File: config.mk
export PLATFORM = sky130hd
export DESIGN_NAME = smsd_div
export DESIGN_NICKNAME = d
export VERILOG_FILES = /design/src/hw/rtl/sample_mean_and_std_dev_defines.svh /design/src/hw/rtl/smsd_pkg.sv /design/src/hw/rtl/smsd_div.sv
export SDC_FILE = /design/constraint.sdc
export NUM_CORES = 1
export LEC_CHECK = 0
export BUFFER_PORTS_ARGS = -buffer_cell sky130_fd_sc_hd__buf_4
export CORE_MARGIN = 1.5
export CORE_UTILIZATION = 55
export DETAILED_ROUTE_END_ITERATION = 6
export GPL_TIMING_DRIVEN = 0
export HOLD_SLACK_MARGIN = 0.12
export PLACE_DENSITY = 0.86
export SLEW_MARGIN = 20
export SYNTH_ARGS = -nofsm -noshare
export SYNTH_HDL_FRONTEND = slang
export SYNTH_SLANG_ARGS = --single-unit
File: constraint.sdc
create_clock -name clk -period 7.3 [get_ports clk]
set_input_delay 1.095 -clock clk [delete_from_list [all_inputs] [get_ports clk]]
set_output_delay 1.095 -clock clk [all_outputs]
set_load 0.02 [all_outputs]
File: src/hw/rtl/sample_mean_and_std_dev_defines.svh
// assertion macros for the sample mean and deviation block
// used by files that check their own logic; expects clk and arst_n in scope
`ifndef SAMPLE_MEAN_AND_STD_DEV_DEFINES_SVH
`define SAMPLE_MEAN_AND_STD_DEV_DEFINES_SVH
`ifndef NO_ASSERTIONS
`define SMSD_ASSERT(lbl, prop) \
	lbl: assert property (@(posedge clk) disable iff (!arst_n) prop) \
	else $error("smsd assertion failed");
`define SMSD_ASSERT_RST(lbl, prop) \
	lbl: assert property (@(posedge clk) prop) \
	else $error("smsd reset assertion failed");
`else
`define SMSD_ASSERT(lbl, prop)
`define SMSD_ASSERT_RST(lbl, prop)
`endif
`endif

File: src/hw/rtl/smsd_pkg.sv
// shared types and constants for the sample mean and deviation block
// no dependencies
package smsd_pkg;

	localparam int SAMPLE_W = 32;
	localparam int RESULT_W = 32;

	typedef enum logic [2:0] {
		S_LOAD,
		S_MEAN_GO,
		S_MEAN_WAIT,
		S_PASS,
		S_VAR_GO,
		S_VAR_WAIT,
		S_SQRT_WAIT,
		S_DONE
	} state_t;

	typedef struct packed {
		logic busy;
		logic done;
	} unit_stat_t;

endpackage

File: src/hw/rtl/smsd_div.sv
// unsigned restoring divider, one quotient bit per cycle
// depends on smsd_pkg
module smsd_div import smsd_pkg::*; #(
	parameter int DW = 74,
	parameter int VW = 11
) (
	input  logic          clk,
	input  logic          arst_n,
	input  logic          go,
	input  logic [DW-1:0] dividend,
	input  logic [VW-1:0] divisor,
	output logic [DW-1:0] quotient,
	output unit_stat_t    stat
);

	localparam int NW = $clog2(DW + 1);

	logic [DW-1:0] quo_q;
	logic [VW-1:0] rem_q;
	logic [VW-1:0] dvs_q;
	logic [NW-1:0] cnt_q;
	logic          busy_q;
	logic          done_q;
	logic [VW:0]   sh;
	logic          fits;

	assign sh   = {rem_q, quo_q[DW-1]};
	assign fits = sh >= {1'b0, dvs_q};

	always_ff @(posedge clk or negedge arst_n) begin
		if (!arst_n) begin
			busy_q <= 1'b0;
			done_q <= 1'b0;
			cnt_q  <= '0;
		end else begin
			done_q <= 1'b0;
			if (go) begin
				busy_q <= 1'b1;
				cnt_q  <= NW'(DW);
			end else if (busy_q) begin
				cnt_q <= cnt_q - 1'b1;
				if (cnt_q == NW'(1)) begin
					busy_q <= 1'b0;
					done_q <= 1'b1;
				end
			end
		end
	end

	always_ff @(posedge clk) begin
		if (go) begin
			quo_q <= dividend;
			rem_q <= '0;
			dvs_q <= divisor;
		end else if (busy_q) begin
			quo_q <= {quo_q[DW-2:0], fits};
			rem_q <= fits ? VW'(sh - {1'b0, dvs_q}) : sh[VW-1:0];
		end
	end

	assign quotient  = quo_q;
	assign stat.busy = busy_q;
	assign stat.done = done_q;

endmodule

Yosys cells after proc, flatten, opt, wreduce, memory -nomap -nowiden:

Index checks and enable logic that the tools add are counted.

* bits in registers: 105
* input port bits: 88
* output and inout port bits: 76

* add/sub/neg operators: 2
* order comparisons: 1
* equal/unequal tests: 1
* mux-type cells: 11
* reductions and logical operators: 1

Operators with widths (number)
* $mux 74: 2
* $mux 7: 2
* $ge 12x11->1: 1
* $mux 11: 1
* $sub 11x11->11: 1
* $eq 7x1->1 const B: 1
* $sub 7x1->7 const B: 1
* $mux 1: 6
* $reduce_bool 2->1: 1

Depth between registers and ports, before layout:

* word-level depth: 4
* mapped depth: 10
* depth with buffers taken out: 9

Worst setup path after synthesis:

No wires, ideal clock.

* path type: input -> register
* start: input port go
* end: register quo_q[0], in the netlist quotient[0] (enable)
* library setup time: 0.428 ns
* arrival time: 3.397 ns
* required time: 6.872 ns
* setup slack: 3.475 ns
* stages: 5
* path buffers: 3
* path through: clkbuf_1 clkbuf_1 buf_1 nor2_1 inv_1

* word-level cells in the longest chain between the ends: 1

RTL lines
* start: declaration: RTL line smsd_div.sv:9 `input logic go,`
* $reduce_bool 2->1 (no source line)
* end signal: assignment: RTL line smsd_div.sv:52 `quo_q <= dividend;`
* end signal: assignment: RTL line smsd_div.sv:56 `quo_q <= {quo_q[DW-2:0], fits};`
* end: declaration: RTL line smsd_div.sv:18 `logic [DW-1:0] quo_q;`

No other way between the ends.
A chain may end at the register's enable or synchronous reset.

Worst setup path in the final report:

* start: input port go
* end: register quo_q[15], in the netlist quotient[15] (enable)

Same word-level chain as after synthesis.

==> flow_metrics.py <==
metrics = {
    "power_and_ir_drop": {
        "p_leak_uw": 0.002787,
        "ir_worst_vdd_mv": 0.1355,
        "p_per_area_mw_per_mm2": 257.0,
    },
    "critical_path": {
        "setup.worst_path.start_class": "input pin",
        "path_class": "in -> reg",
        "r2r-end": "rem_q[10]$_SDFFE_PP0P_",
        "cp.arrival_ns": 3.20,
        "crit_path_end_kind": "flop",
        "regToRegSetupSlack_ns": 4.80,
        "rr_worst_depth": 10,
        "rr_startpoint": "quotient[73]$_DFFE_PP_",
        "cp.required_ns": 7.34,
        "crit_fanout": 62,
    },
    "cts": {
        "cts_buffers": 9,
        "cts_buffer_depth": 2,
        "clockRootBuffer": "clkbuf_8",
        "post_cts_resized": 0,
        "clk_pin_slew_worst_paths_ns": 0.10,
        "ctsHoldBuffers": 0,
        "clkSinkCount": 105,
        "post-cts-setup-buffers": 0,
        "insertion_delay_ns": 0.37,
        "cts_max_level": 3,
        "cts_tree": "done",
    },
    "drt": {
        "postRouteAntennaNets": 0,
        "drtIter0Drc": 160,
        "firstDrtPassIters": 4,
        "via_per_inst": 5.404,
        "routedWlPerCell_um": 17.55,
        "drc": 0,
        "vias": 3448,
        "wl_um": 11200,
    },
    "grt": {
        "grt_usage_pct": 23.70,
        "grt_start_max_net_pins": 63,
        "antenna_found_initial": 0,
        "overflow": 0,
        "grt_pass1_vias": 3647,
        "grt_pass1_wl_um": 17810,
    },
    "synthesis": {
        "syn_area_per_cell_um2": 14.27,
        "syn-num-nets": 452,
        "synthCells": 350,
        "netlist_top_cells_count": "edfxtp_1 (85), mux2_2 (74), nor2_1 (25)",
        "yosysTopAreaCell": "edfxtp_1",
        "synth_most_common_cell": "edfxtp_1",
        "synthFlopType": "edfxtp_1",
        "synth_warnings": 0,
        "netlist_top_cells_area": "edfxtp_1 (51%), mux2_2 (17%), dfrtp_1 (4.5%)",
        "synth.top_cell.area_share_pct": 51.12,
        "synth.distinct_cells": 47,
        "yosysSeqAreaShare_pct": 60.04,
        "async_flop_share_pct": 8.571,
        "synth-edff-count": 85,
        "ys_seq_elements": 105,
        "syn_area_mm2": 0.004994,
    },
    "sta": {
        "timing.hold.ws_ns": 0.5126,
        "rsz0062_at_grt": "no",
        "slew_headroom_pct": 63.74,
        "hold_viol_final": 0,
        "tns_ns": 0,
        "slew_violations": 0,
        "finalCriticalPeriod_ns": 3.163,
        "tightest_slew_ns": 0.5439,
        "clock_skew_ns": 0.01073,
        "fmax_ghz": 0.3161,
        "setup_violations": 0,
        "post-route-period-util_pct": 43.34,
    },
    "placed_design": {
        "dpl.hpwl_um": 8365,
        "placed_area_mm2": 0.006382,
        "io_buffers": 163,
        "gp_congestion": 0.8697,
        "dp.cells": 622,
    },
    "final_layout": {
        "fin_cells": 638,
        "nNetsFinal": 627,
        "drive_gt1_share_pct": 49.81,
        "design_area_mm2": 0.006576,
        "antenna_cells": 0,
        "area_delta_synth_final_pct": 31.70,
    },
    "min_path": {
        "hold_path.startpoint": "rem_q[9]$_SDFFE_PP0P_",
        "worstHoldPathType": "reg -> reg",
        "holdPathEnd": "rem_q[9]$_SDFFE_PP0P_",
        "hold_depth": 2,
    },
    "die": {
        "fp.dieW_um": 98.29,
        "rows": 34,
        "initial_core_util_pct": 56.98,
        "io_pins": 164,
        "core_mm2": 0.008763,
        "die_h_um": 98.29,
        "die_area_mm2": 0.009660,
    },
    "run": {
        "cap_violations": 0,
    },
    "run_status": {
        "outcome": "complete, no violations",
    },
}
==> routing by layer <==
| metal | up-vias | GRT usage (%) | share of wire (%) |
|---|---|---|---|
| li1 | 1649 | - | - |
| met1 | 1680 | 26.96 | 39 |
| met2 | 107 | 41.89 | 52 |
| met3 | 12 | 8.876 | 7.7 |
| met4 | 0 | 6.392 | 1.4 |
| met5 | - | 0 | 0 |
==> how the worst max path moves through the flow <==
stage / from / to / slack [ns] / depth (start not counted)
after floorplan: go / quotient[0]$_DFFE_PP_ / 3.48 / 5
after global placement: go / quotient[21]$_DFFE_PP_ / 2.27 / 6
after detailed placement: go / quotient[23]$_DFFE_PP_ / 3.76 / 7
after CTS: go / quotient[15]$_DFFE_PP_ / 4.15 / 7
after global routing: go / quotient[15]$_DFFE_PP_ / 3.91 / 7
final: go / quotient[15]$_DFFE_PP_ / 4.14 / 7
==> final cells by class <==
| cell class | count | area, µm² |
|---|---|---|
| clock inverters | 6 | 66.31 |
| multi-input cells | 211 | 1842 |
| flip-flops and latches | 105 | 2998 |
| well taps | 108 | 135.1 |
| repair buffers | 164 | 1251 |
| clock buffers | 10 | 127.6 |
| plain buffers | 18 | 93.84 |
| inverters | 16 | 62.56 |
| fillers | 575 | 2187 |
==> worst max-delay path, stage by stage <==
cell	delay (ns)
buf_4	0.18
clkbuf_1	0.28
clkbuf_1	0.44
buf_1	0.47
nor2_1	0.17
inv_4	0.21
buf_16	0.31
==> sequential cells by signal, summed over array words and instances (netlist names) <==
name and flops:
cnt_q 7, done_q 1, busy_q 1, quotient 74, rem_q 11, dvs_q 11
==> cells in the final DEF, fill, tap and decap left out, drive strengths merged, types with 2 or more instances in the layout <==
cell type | netlist | routed
edfxtp | 85 | 85
clkbuf | 6 | 16
dfxtp | 11 | 11
nand2 | 12 | 12
and2 | 2 | 2
o21ai | 10 | 10
dfrtp | 9 | 9
clkinv | 0 | 2
o31ai | 2 | 2
o21a | 2 | 2
nor4bb | 3 | 3
a311oi | 2 | 2
mux2 | 75 | 75
xor2 | 3 | 3
nor4b | 3 | 3
mux2i | 6 | 6
nor3 | 3 | 3
o31a | 2 | 2
nor2 | 25 | 25
a21oi | 5 | 5
o211ai | 4 | 4
a211oi | 8 | 8
nand2b | 7 | 7
xnor2 | 8 | 8
o22ai | 2 | 2
ha | 13 | 13
inv | 16 | 17
nor2b | 2 | 2
buf | 12 | 176
nand3 | 2 | 2
clkinvlp | 0 | 2
==> through the flow <==
stage,power [µW],setup slack [ns],utilization [%]
global placement,1313,2.269,72.49
floorplan,1151,3.475,-
global route,1773,3.907,75.04
finish,1690,4.137,75.04
CTS,1694,4.154,75.04
detailed placement,1333,3.760,72.83
==> kinds of logic after synthesis <==
| logic type | synth area share [%] |
|---|---|
| buffers and inverters | 3.082 |
| and+or+nand+nor | 7.141 |
| adders and majority gates | 3.658 |
| xor gates and xnor gates | 1.929 |
| muxes | 18.19 |
| AOI/OAI and AO/OA | 5.964 |
| DFF | 60.04 |
==> where the power goes <==
part	internal (µW)	switching, µW
registers	734	54.4
logic	268	267
clock network	160	207
Power figures use the tool's default switching activity.
