--- src/hw/rtl/sample_mean_and_std_dev_defines.svh ---
// assertion macros for the sample mean and deviation block
// used by files that check their own logic; expects clk and arst_n in scope
`ifndef SAMPLE_MEAN_AND_STD_DEV_DEFINES_SVH
`define SAMPLE_MEAN_AND_STD_DEV_DEFINES_SVH
`ifndef NO_ASSERTIONS
`define SMSD_ASSERT(lbl, prop) \
	lbl: assert property (@(posedge clk) disable iff (!arst_n) prop) \
	else $error("smsd assertion failed");
`define SMSD_ASSERT_RST(lbl, prop) \
	lbl: assert property (@(posedge clk) prop) \
	else $error("smsd reset assertion failed");
`else
`define SMSD_ASSERT(lbl, prop)
`define SMSD_ASSERT_RST(lbl, prop)
`endif
`endif

--- src/hw/rtl/smsd_pkg.sv ---
// shared types and constants for the sample mean and deviation block
// no dependencies
package smsd_pkg;

	localparam int SAMPLE_W = 32;
	localparam int RESULT_W = 32;

	typedef enum logic [2:0] {
		S_LOAD,
		S_MEAN_GO,
		S_MEAN_WAIT,
		S_PASS,
		S_VAR_GO,
		S_VAR_WAIT,
		S_SQRT_WAIT,
		S_DONE
	} state_t;

	typedef struct packed {
		logic busy;
		logic done;
	} unit_stat_t;

endpackage

--- src/hw/rtl/smsd_sqrt.sv ---
// integer square root, one result bit per cycle
// depends on smsd_pkg
module smsd_sqrt import smsd_pkg::*; #(
	parameter int RW = 37
) (
	input  logic            clk,
	input  logic            arst_n,
	input  logic            go,
	input  logic [2*RW-1:0] radicand,
	output logic [RW-1:0]   root,
	output unit_stat_t      stat
);

	localparam int NW = $clog2(RW + 1);

	logic [2*RW-1:0] rad_q;
	logic [RW:0]     rem_q;
	logic [RW-1:0]   root_q;
	logic [NW-1:0]   cnt_q;
	logic            busy_q;
	logic            done_q;
	logic [RW+2:0]   sh;
	logic [RW+2:0]   trial;
	logic            fits;

	assign sh    = {rem_q, rad_q[2*RW-1 -: 2]};
	assign trial = {1'b0, root_q, 2'b01};
	assign fits  = sh >= trial;

	always_ff @(posedge clk or negedge arst_n) begin
		if (!arst_n) begin
			busy_q <= 1'b0;
			done_q <= 1'b0;
			cnt_q  <= '0;
		end else begin
			done_q <= 1'b0;
			if (go) begin
				busy_q <= 1'b1;
				cnt_q  <= NW'(RW);
			end else if (busy_q) begin
				cnt_q <= cnt_q - 1'b1;
				if (cnt_q == NW'(1)) begin
					busy_q <= 1'b0;
					done_q <= 1'b1;
				end
			end
		end
	end

	always_ff @(posedge clk) begin
		if (go) begin
			rad_q  <= radicand;
			rem_q  <= '0;
			root_q <= '0;
		end else if (busy_q) begin
			rad_q  <= {rad_q[2*RW-3:0], 2'b00};
			rem_q  <= fits ? (RW+1)'(sh - trial) : sh[RW:0];
			root_q <= {root_q[RW-2:0], fits};
		end
	end

	assign root      = root_q;
	assign stat.busy = busy_q;
	assign stat.done = done_q;

endmodule

--- config.mk ---
export PLATFORM = sky130hd
export DESIGN_NAME = smsd_sqrt
export DESIGN_NICKNAME = d
export VERILOG_FILES = /design/src/hw/rtl/sample_mean_and_std_dev_defines.svh /design/src/hw/rtl/smsd_pkg.sv /design/src/hw/rtl/smsd_sqrt.sv
export SDC_FILE = /design/constraint.sdc
export NUM_CORES = 1
export LEC_CHECK = 0
export ABC_AREA = 0
export BUFFER_PORTS_ARGS = -buffer_cell sky130_fd_sc_hd__buf_2
export CAP_MARGIN = 0
export CORE_MARGIN = 1.5
export CORE_UTILIZATION = 25
export CTS_BUF_LIST = sky130_fd_sc_hd__clkbuf_2 sky130_fd_sc_hd__clkbuf_4 sky130_fd_sc_hd__clkbuf_8
export DETAILED_ROUTE_END_ITERATION = 6
export PLACE_DENSITY_LB_ADDON = 0.1
export SLEW_MARGIN = 20
export SYNTH_ARGS = -nofsm -noshare
export SYNTH_HDL_FRONTEND = slang
export SYNTH_SLANG_ARGS = --single-unit
--- constraint.sdc ---
create_clock -name clk -period 3.16 [get_ports clk]
set_input_delay 0.158 -clock clk [delete_from_list [all_inputs] [get_ports clk]]
set_output_delay 0.158 -clock clk [all_outputs]
set_load 0.05 [all_outputs]
## Word-level counts from Yosys, hierarchy flattened

Index checks and enable logic that the tools add are counted.

- Register bits: 157
- Bits in latches: 0
- Bits in writable memories: 0
- Memory bits (read-only): 0
- Output and inout port bits: 39
- Memories: 0

- $add $sub $neg: 2
- Multiply operators: 0
- Div/mod/pow operators: 0
- Order comparisons: 1
- Equality and inequality tests: 1
- Shift operators: 0
- Muxes and demuxes: 11
- Bitwise gates (word level): 0
- Reductions and logical operators: 1

Operators by type and width:

| operator | number |
|---|---|
| $mux 74 | 2 |
| $ge 40x39->1 | 1 |
| $mux 38 | 1 |
| $sub 38x38->38 | 1 |
| $mux 6 | 2 |
| $eq 6x1->1 const B | 1 |
| $mux 1 | 6 |
| $sub 6x1->6 const B | 1 |
| $reduce_bool 2->1 | 1 |

## Longest topological paths before layout

Gate-level depths: netlist of run 1.

- Depth in word-level cells: 4
- Depth in mapped cells: 12
- Gate-level depth less buffers: 10

## Least setup slack after synthesis of run 1

Ideal clock, no wire load.

- Path type: register to register
- From: register root_q[3] (netlist: root[3])
- To: register rem_q[32]
- Library setup time: 122 ps
- Arrival time: 2,823 ps
- Required time: 3,038 ps
- Slack: 216 ps
- Stages on the path, launching flop included: 12
- Buffers on the path: 1
- Clock period less this slack: 2,944 ps
- Cells stage by stage: dfxtp_1 > inv_1 > ha_1 > a21o_1 > or3_1 > o21ai_2 > a21oi_2 > o211ai_2 > a32o_2 > buf_6 > a21oi_1 > a221o_1

- Longest elaborated chain between the ends: 2
- Elaborated cells between the ends (all ways): 3

RTL lines:

| item | RTL line | text |
|---|---|---|
| start: declaration | smsd_sqrt.sv:18 | `logic [RW-1:0] root_q;` |
| start signal: assignment | smsd_sqrt.sv:58 | `root_q <= {root_q[RW-2:0], fits};` |
| $sub 38x38->38 or $ge 40x39->1 (tied branches) | smsd_sqrt.sv:57, smsd_sqrt.sv:28 |  |
| $mux 38 * | smsd_sqrt.sv:57 | `rem_q <= fits ? (RW+1)'(sh - trial) : sh[RW:0];` |
| end signal: assignment | smsd_sqrt.sv:57 |  |
| end: declaration | smsd_sqrt.sv:17 | `logic [RW:0] rem_q;` |

Mark *: on every way between the ends. The rest lies on a longest branch, timed or not.
A chain may end at the register's enable or synchronous reset.

## Worst setup path in the final report of run 1

- From: register root_q[15] (netlist: root[15])
- To: register rem_q[10]

- Longest elaborated chain between the ends: 2

RTL lines:

| item | RTL line | text |
|---|---|---|
| $ge 40x39->1 | smsd_sqrt.sv:28 | `assign fits = sh >= trial;` |
| $mux 38 | smsd_sqrt.sv:57 |  |

Every way passes these cells.

==> results.ini, run 1 <==
[run_status]
status=complete, no violations

[clock_network]
clockBufferDepth=2
insertion_delay_ns=0.49
h-tree-depth=4
cts_tree=yes
cts.sinks=157
cts_buffers=17
path_clk_slew_ns=0.09
postCtsSetupBuffers=0
cts_root_buf=clkbuf_8

[power]
internal_power_w=0.00512
p_per_area_mw_per_mm2=802
seqPwrFrac_pct=29.3
leakage_nw=4.78
ir_drop_mv=0.449
pwr-share-clk_pct=16.6
p_sw_w=0.00380
comb_power_share_pct=54.1
power.share.switching_pct=42.6
power_w=0.00891

[synth]
ys_ff_latch=157
synth_edf_count=74
synthFlopType=dfxtp_1
syn_area_mm2=0.00882
seq_area_frac_synth_pct=44.5
ys_async_sr_fraction_pct=5.10
ys_top_cells_by_area=edfxtp_1 (25%), dfxtp_1 (17%), mux2_2 (9.6%), ha_1 (5.8%), nor2_1 (4.4%)
postSynthCellCount=899
avgSynthCellArea_um2=9.82
synth_top_area_cell=edfxtp_1
ys_top_cells_by_count=nor2_1 (103), nand2_1 (85), dfxtp_1 (75), mux2_2 (75), edfxtp_1 (74)
synth_cell_types=64
yosysTopAreaCellShare_pct=25.2
syn_nets=1017
synth.most_common_cell=nor2_1
yosysWarnings=0

[global_routing]
grt_max_degree=75
top_usage_layer=met2
grt_pass1_wl_um=39900
grtUsageMet2_pct=23.4
track_usage_pct=14.1
grt_overflow_total=0
grtUsageMet1_pct=17.7
grt_pass1_vias=7391
grtUsageMet3_pct=4.07
antenna_found_initial=0

[critical_path]
cp_top_family=compound AO/OA/AOI/OAI gates
worst-path-buf-inv=2
crit_fanout=22
start_kind=register
end_kind=register
slowest_delay_ns=0.41
cp_cell_sequence=inv_1, ha_1, a21oi_1, o21ai_1, a2111oi_2, nor3b_2, nand2_1, a32o_2, buf_4, nand2_1, a311oi_1
required_ns=3.54
cp_slowest_cell=a2111oi_2
worst_ep_arrival_time_ns=3.28
critical_path_class=register to register
crit_path_frequent_cell=nand2_1

[timing]
tightest_slew_ns=0.669
relSlewSlack_pct=55.4
finalCritPeriodShare_pct=91.8
maxSlewViolCount=0
hold_viol=0
setup_viol=0
rsz0062_at_grt=false
maxClockFrequency_mhz=345
fin_crit_ns=2.90
fin_skew_ns=0.0249
layout_setup_ws_ns=0.258
tns_ns=0

[floorplanning]
die-height_um=191
fp-row-count=68
coreArea_mm2=0.0346
start_util_pct=25.5
fp.dieArea_mm2=0.0364
pin_count=116
die_width_um=191

[drt]
detail_route.iter0.violations=330
wl_per_cell_um=15.7
dr.pass1.iters=4
viasPerCell=4.65
ant_nets=0
num_vias=7225
drcViolationCount=0
finalWirelength_um=24500

[placed_design]
io_buffers=115
gp_congestion=0.793
place_hpwl_um=16900
dpl.cell_count=1449
dpl_worst_slack_ns=0.216

[layout]
fillers=3651
final_cells=1554
postLayoutCoreUtil_pct=32.1
layout-drive-gt1-share_pct=24.1
antenna_cells=0
fin_nets=1206
area_delta_synth_final_pct=25.9

[job]
drv_cap=0

[hold_path]
hold_class=primary input to asynchronous set/reset pin

==> metrics by stage <==
stage          hold WS (ns)  cell area, um^2
2_1_floorplan        -0.138             8820
3_3_place_gp         0.0255            10000
3_5_place_dp         0.0213            10000
4_1_cts             0.00714            11100
5_1_grt              0.0167            11100
6_report             0.0499            11100
==> path summary, 6_finish.rpt <==
kind / slack, ns / cells after the start / from / endpoint
max: 0.26 / 11 / root[15] / rem_q[10]
min: 0.05 / 2 / arst_n / busy_q
max reg2reg: 0.26 / 11 / root[15] / rem_q[10]
min reg2reg: 0.49 / 2 / rem_q[11] / rem_q[13]
max in group asynchronous: 2.91 / 2 / arst_n / busy_q
min in group clk: 0.09 / 2 / go / root[14]
==> worst register-to-register path, delay by kind of cell, from the launching register on <==
| family | cells | cell delay, ns |
|---|---|---|
| AND/OR/NAND/NOR | 3 | 0.37 |
| buffers and inverters | 2 | 0.34 |
| AO/OA/AOI/OAI | 5 | 1.32 |
| adder cells (fa/ha/maj) | 1 | 0.40 |
| flip-flops | 1 | 0.37 |
==> layer usage <==
metal	vias up	wire length [um]
met5	-	0
met4	0	269
met3	16	1100
met2	117	11400
met1	3455	11700
li1	3637	-
==> layout by cell type, fill, tap and decap left out, types with 4 or more instances in the layout <==
cell type	instances
o31ai_1	5
nand3_1	29
and3_1	7
nor2b_1	4
inv_1	50
a21oi_1	40
nor4_1	8
o21ai_1	5
clkbuf_8	17
dfrtp_1	7
buf_12	4
or3_1	6
nand2b_1	8
dlygate4sd3_1	75
edfxtp_1	74
buf_2	114
o211ai_1	7
nor3_1	19
mux2_2	75
o21ai_0	31
dfxtp_1	75
a21o_1	11
nand2_1	85
a31oi_1	5
nor2_1	103
ha_1	41
nand4_1	13
buf_4	25
a21oi_2	4
xor2_1	8
a211oi_1	5
a311oi_1	22
xnor2_1	21
inv_6	5
mux2i_1	37
==> cell families (layout without fill, tap and decap cells) <==
family / count (synthesis) / in the layout / share of synthesized area, %
simple gates: 293 / 293 / 15.0
compound gates: 166 / 166 / 13.1
flops: 157 / 157 / 44.5
mux: 112 / 112 / 13.8
buf+inv: 101 / 301 / 4.95
fa+ha+maj: 41 / 41 / 5.81
xor+xnor: 29 / 29 / 2.88
==> what timing repair did <==
| item | in CTS | in global routing |
|---|---|---|
| setup endpoints to repair | 0 | 4 |
| endpoints found under the hold margin | 82 | 0 |
| resized for setup | 0 | 2 |
| hold buffers | 75 | 0 |
==> power by group through the flow <==
stage               logic [W]  clock network (W)  registers, W
finish                0.00482            0.00148       0.00262
global route          0.00536            0.00163       0.00265
CTS                   0.00487            0.00158       0.00262
detailed placement    0.00477                  0       0.00266
global placement      0.00482                  0       0.00267
floorplan             0.00348                  0       0.00264
==> flip-flops by register name (all words and copies together) (netlist names) <==
| name | flops |
|---|---|
| rad_q | 74 |
| rem_q | 38 |
| root | 37 |
| cnt_q | 6 |
| busy_q | 1 |
| done_q | 1 |
==> layout make-up <==
type / count / area (um^2) / area share, %
multi-input cells: 641 / 4470 / 40.2
flip-flops and latches: 157 / 3930 / 35.3
repair buffers: 219 / 1600 / 14.4
well taps: 455 / 569 / 5.12
clock buffers: 18 / 241 / 2.17
inverters: 52 / 195 / 1.76
clock inverters: 12 / 113 / 1.01
(Power assumes the default switching activity.)
==> run 2, diff against run 1 <==
--- a/config.mk
+++ b/config.mk
@@ -9,10 +9,11 @@
 export BUFFER_PORTS_ARGS = -buffer_cell sky130_fd_sc_hd__buf_2
 export CAP_MARGIN = 0
 export CORE_MARGIN = 1.5
-export CORE_UTILIZATION = 25
+export CORE_UTILIZATION = 48
 export CTS_BUF_LIST = sky130_fd_sc_hd__clkbuf_2 sky130_fd_sc_hd__clkbuf_4 sky130_fd_sc_hd__clkbuf_8
 export DETAILED_ROUTE_END_ITERATION = 6
 export PLACE_DENSITY_LB_ADDON = 0.1
+export SKIP_CTS_REPAIR_TIMING = 1
 export SLEW_MARGIN = 20
 export SYNTH_ARGS = -nofsm -noshare
 export SYNTH_HDL_FRONTEND = slang
==> run 2 against run 1 <==
Sequential share of layout area up 0.87 points. Via count is 0.98% lower. Combinational power is 2% lower. Wire length down 14%. Worst hold slack worse by 0.033 ns. Setup slack worse by 0.054 ns. Sequential cell count is the same. Core utilization increased by 28 points. Cell area down 2.4%. Power rose by 0.56%. Critical path type unchanged. Critical endpoint is now rem_q[34]. Largest cell class unchanged. Highest routed layer unchanged.
==> results.ini, run 2 (synthesis gave the netlist of run 1 again) <==
[layout]
layout_common_cells=buf_2 (114), nor2_1 (103), nand2_1 (85)
regMostFlops=rad_q
layout_commonest_cell=buf_2
final_cells=1326
layout-drive-gt1-share_pct=23.9
largest_reg_flops=74
postLayoutCoreUtil_pct=60.2
area_delta_synth_final_pct=22.9
antenna_cells=0
fillers=1595
fin_nets=1203

[timing]
fin_hold_ws_ns=0.0164
maxSlewViolCount=0
fin_crit_ns=2.96
relSlewSlack_pct=34.7
maxClockFrequency_mhz=338
finalCritPeriodShare_pct=93.5
tightest_slew_ns=0.980
tns_ns=0
fin_skew_ns=0.0157
setup_viol=0
hold_viol=0

[critical_path]
cp_slowest_cell=or4b_1
end_kind=register
slowest_delay_ns=0.64
cp_cell_sequence=inv_1, ha_1, nand2_1, nor2_1, a211oi_1, or4b_1, a32o_4, buf_4, buf_4, a41oi_1, o31ai_1
required_ns=3.51
crit_path_frequent_cell=buf_4
critical_path_class=register to register
start_kind=register
worst_ep_arrival_time_ns=3.30
crit_fanout=7

[power]
ir_drop_mv=0.477
p_per_area_mw_per_mm2=826
leakage_nw=4.78

[drt]
num_vias=7154
wl_per_cell_um=15.8
finalWirelength_um=21000
detail_route.iter0.violations=349
viasPerCell=5.40
ant_nets=0
drcViolationCount=0
dr.pass1.iters=5

[placed_design]
dpl.cell_count=1217
io_buffers=115
gp_congestion=0.881
place_hpwl_um=13700

[clock_network]
cts_buffers=17
insertion_delay_ns=0.46
cts_tree=yes
path_clk_slew_ns=0.09
cts.sinks=157
cts_root_buf=clkbuf_8
clockBufferDepth=2
h-tree-depth=4

[global_routing]
track_usage_pct=21.0
grt_overflow_total=0
grt_pass1_wl_um=32800
antenna_found_initial=0
grt_max_degree=75
grt_pass1_vias=6463

[floorplanning]
coreArea_mm2=0.0180
pin_count=116
fp-row-count=49
die_width_um=139
die-height_um=139
start_util_pct=49.0
fp.dieArea_mm2=0.0192

[job]
drv_cap=0

[run_status]
status=complete, no violations

[hold_path]
hold_class=primary input to register

## run 2: cell count changes in the layout (fill, tap and decap cells not counted), moves of 2 or more
cell       previous run  this run
bufinv_16             1         3
clkinv_4              2         0
buf_12                4         1
inv_8                 0         2
a21oi_2               4         2
## run 2: area by class of cell
| class | instances | area (um^2) | area share (%) |
|---|---|---|---|
| Sequential cell | 157 | 3930 | 36.2 |
| Timing Repair Buffer | 216 | 1540 | 14.2 |
| Inverter | 52 | 195 | 1.80 |
| Clock inverter | 14 | 181 | 1.67 |
| Tap cell | 229 | 287 | 2.64 |
| Multi-Input combinational cell | 641 | 4480 | 41.3 |
| Clock buffer | 17 | 234 | 2.16 |
## run 2: report_power, final
part / total [W] / leakage (nW) / internal (W) / switching, W
Sequential: 0.00263 / 1.49 / 0.00244 / 0.000188
Clock: 0.00164 / 0.210 / 0.000799 / 0.000839
Combinational: 0.00470 / 3.08 / 0.00206 / 0.00264
## run 2: per-layer routing
layer  global-route usage (%)  vias to the layer above  share of wire [%]
li1                         -                     3627                  -
met4                     4.88                        0               0.85
met5                        0                        -                  0
met3                     6.01                       14                4.9
met2                     32.2                      167                 47
met1                     29.5                     3346                 48
## run 2: critical path: cells and delay by family (launching register included)
kind | cells | cell delay [ns]
AO/OA/AOI/OAI | 4 | 0.76
adder cells (fa/ha/maj) | 1 | 0.37
buffers and inverters | 3 | 0.38
flip-flops | 1 | 0.40
AND/OR/NAND/NOR | 3 | 0.92
## run 2: metrics by stage
stage          total power [W]  cell area [um^2]  worst slack [ns]
3_5_place_dp           0.00711              9640             0.145
4_1_cts                0.00877             10100             0.114
3_3_place_gp           0.00713              9640             0.227
5_1_grt                0.00962             10800           -0.0210
6_report               0.00896             10800             0.204
2_1_floorplan          0.00612              8820             0.216
## run 2: final timing paths
kind | to | from | slack (ns) | cells past startpoint
min in group asynchronous | cnt_q[2] | arst_n | 0.06 | 2
min | rad_q[11] | radicand[11] | 0.02 | 2
max | rem_q[34] | root[31] | 0.20 | 11
min reg2reg | rem_q[20] | rem_q[18] | 0.50 | 2
max in group asynchronous | busy_q | arst_n | 2.91 | 2
max reg2reg | rem_q[34] | root[31] | 0.20 | 11
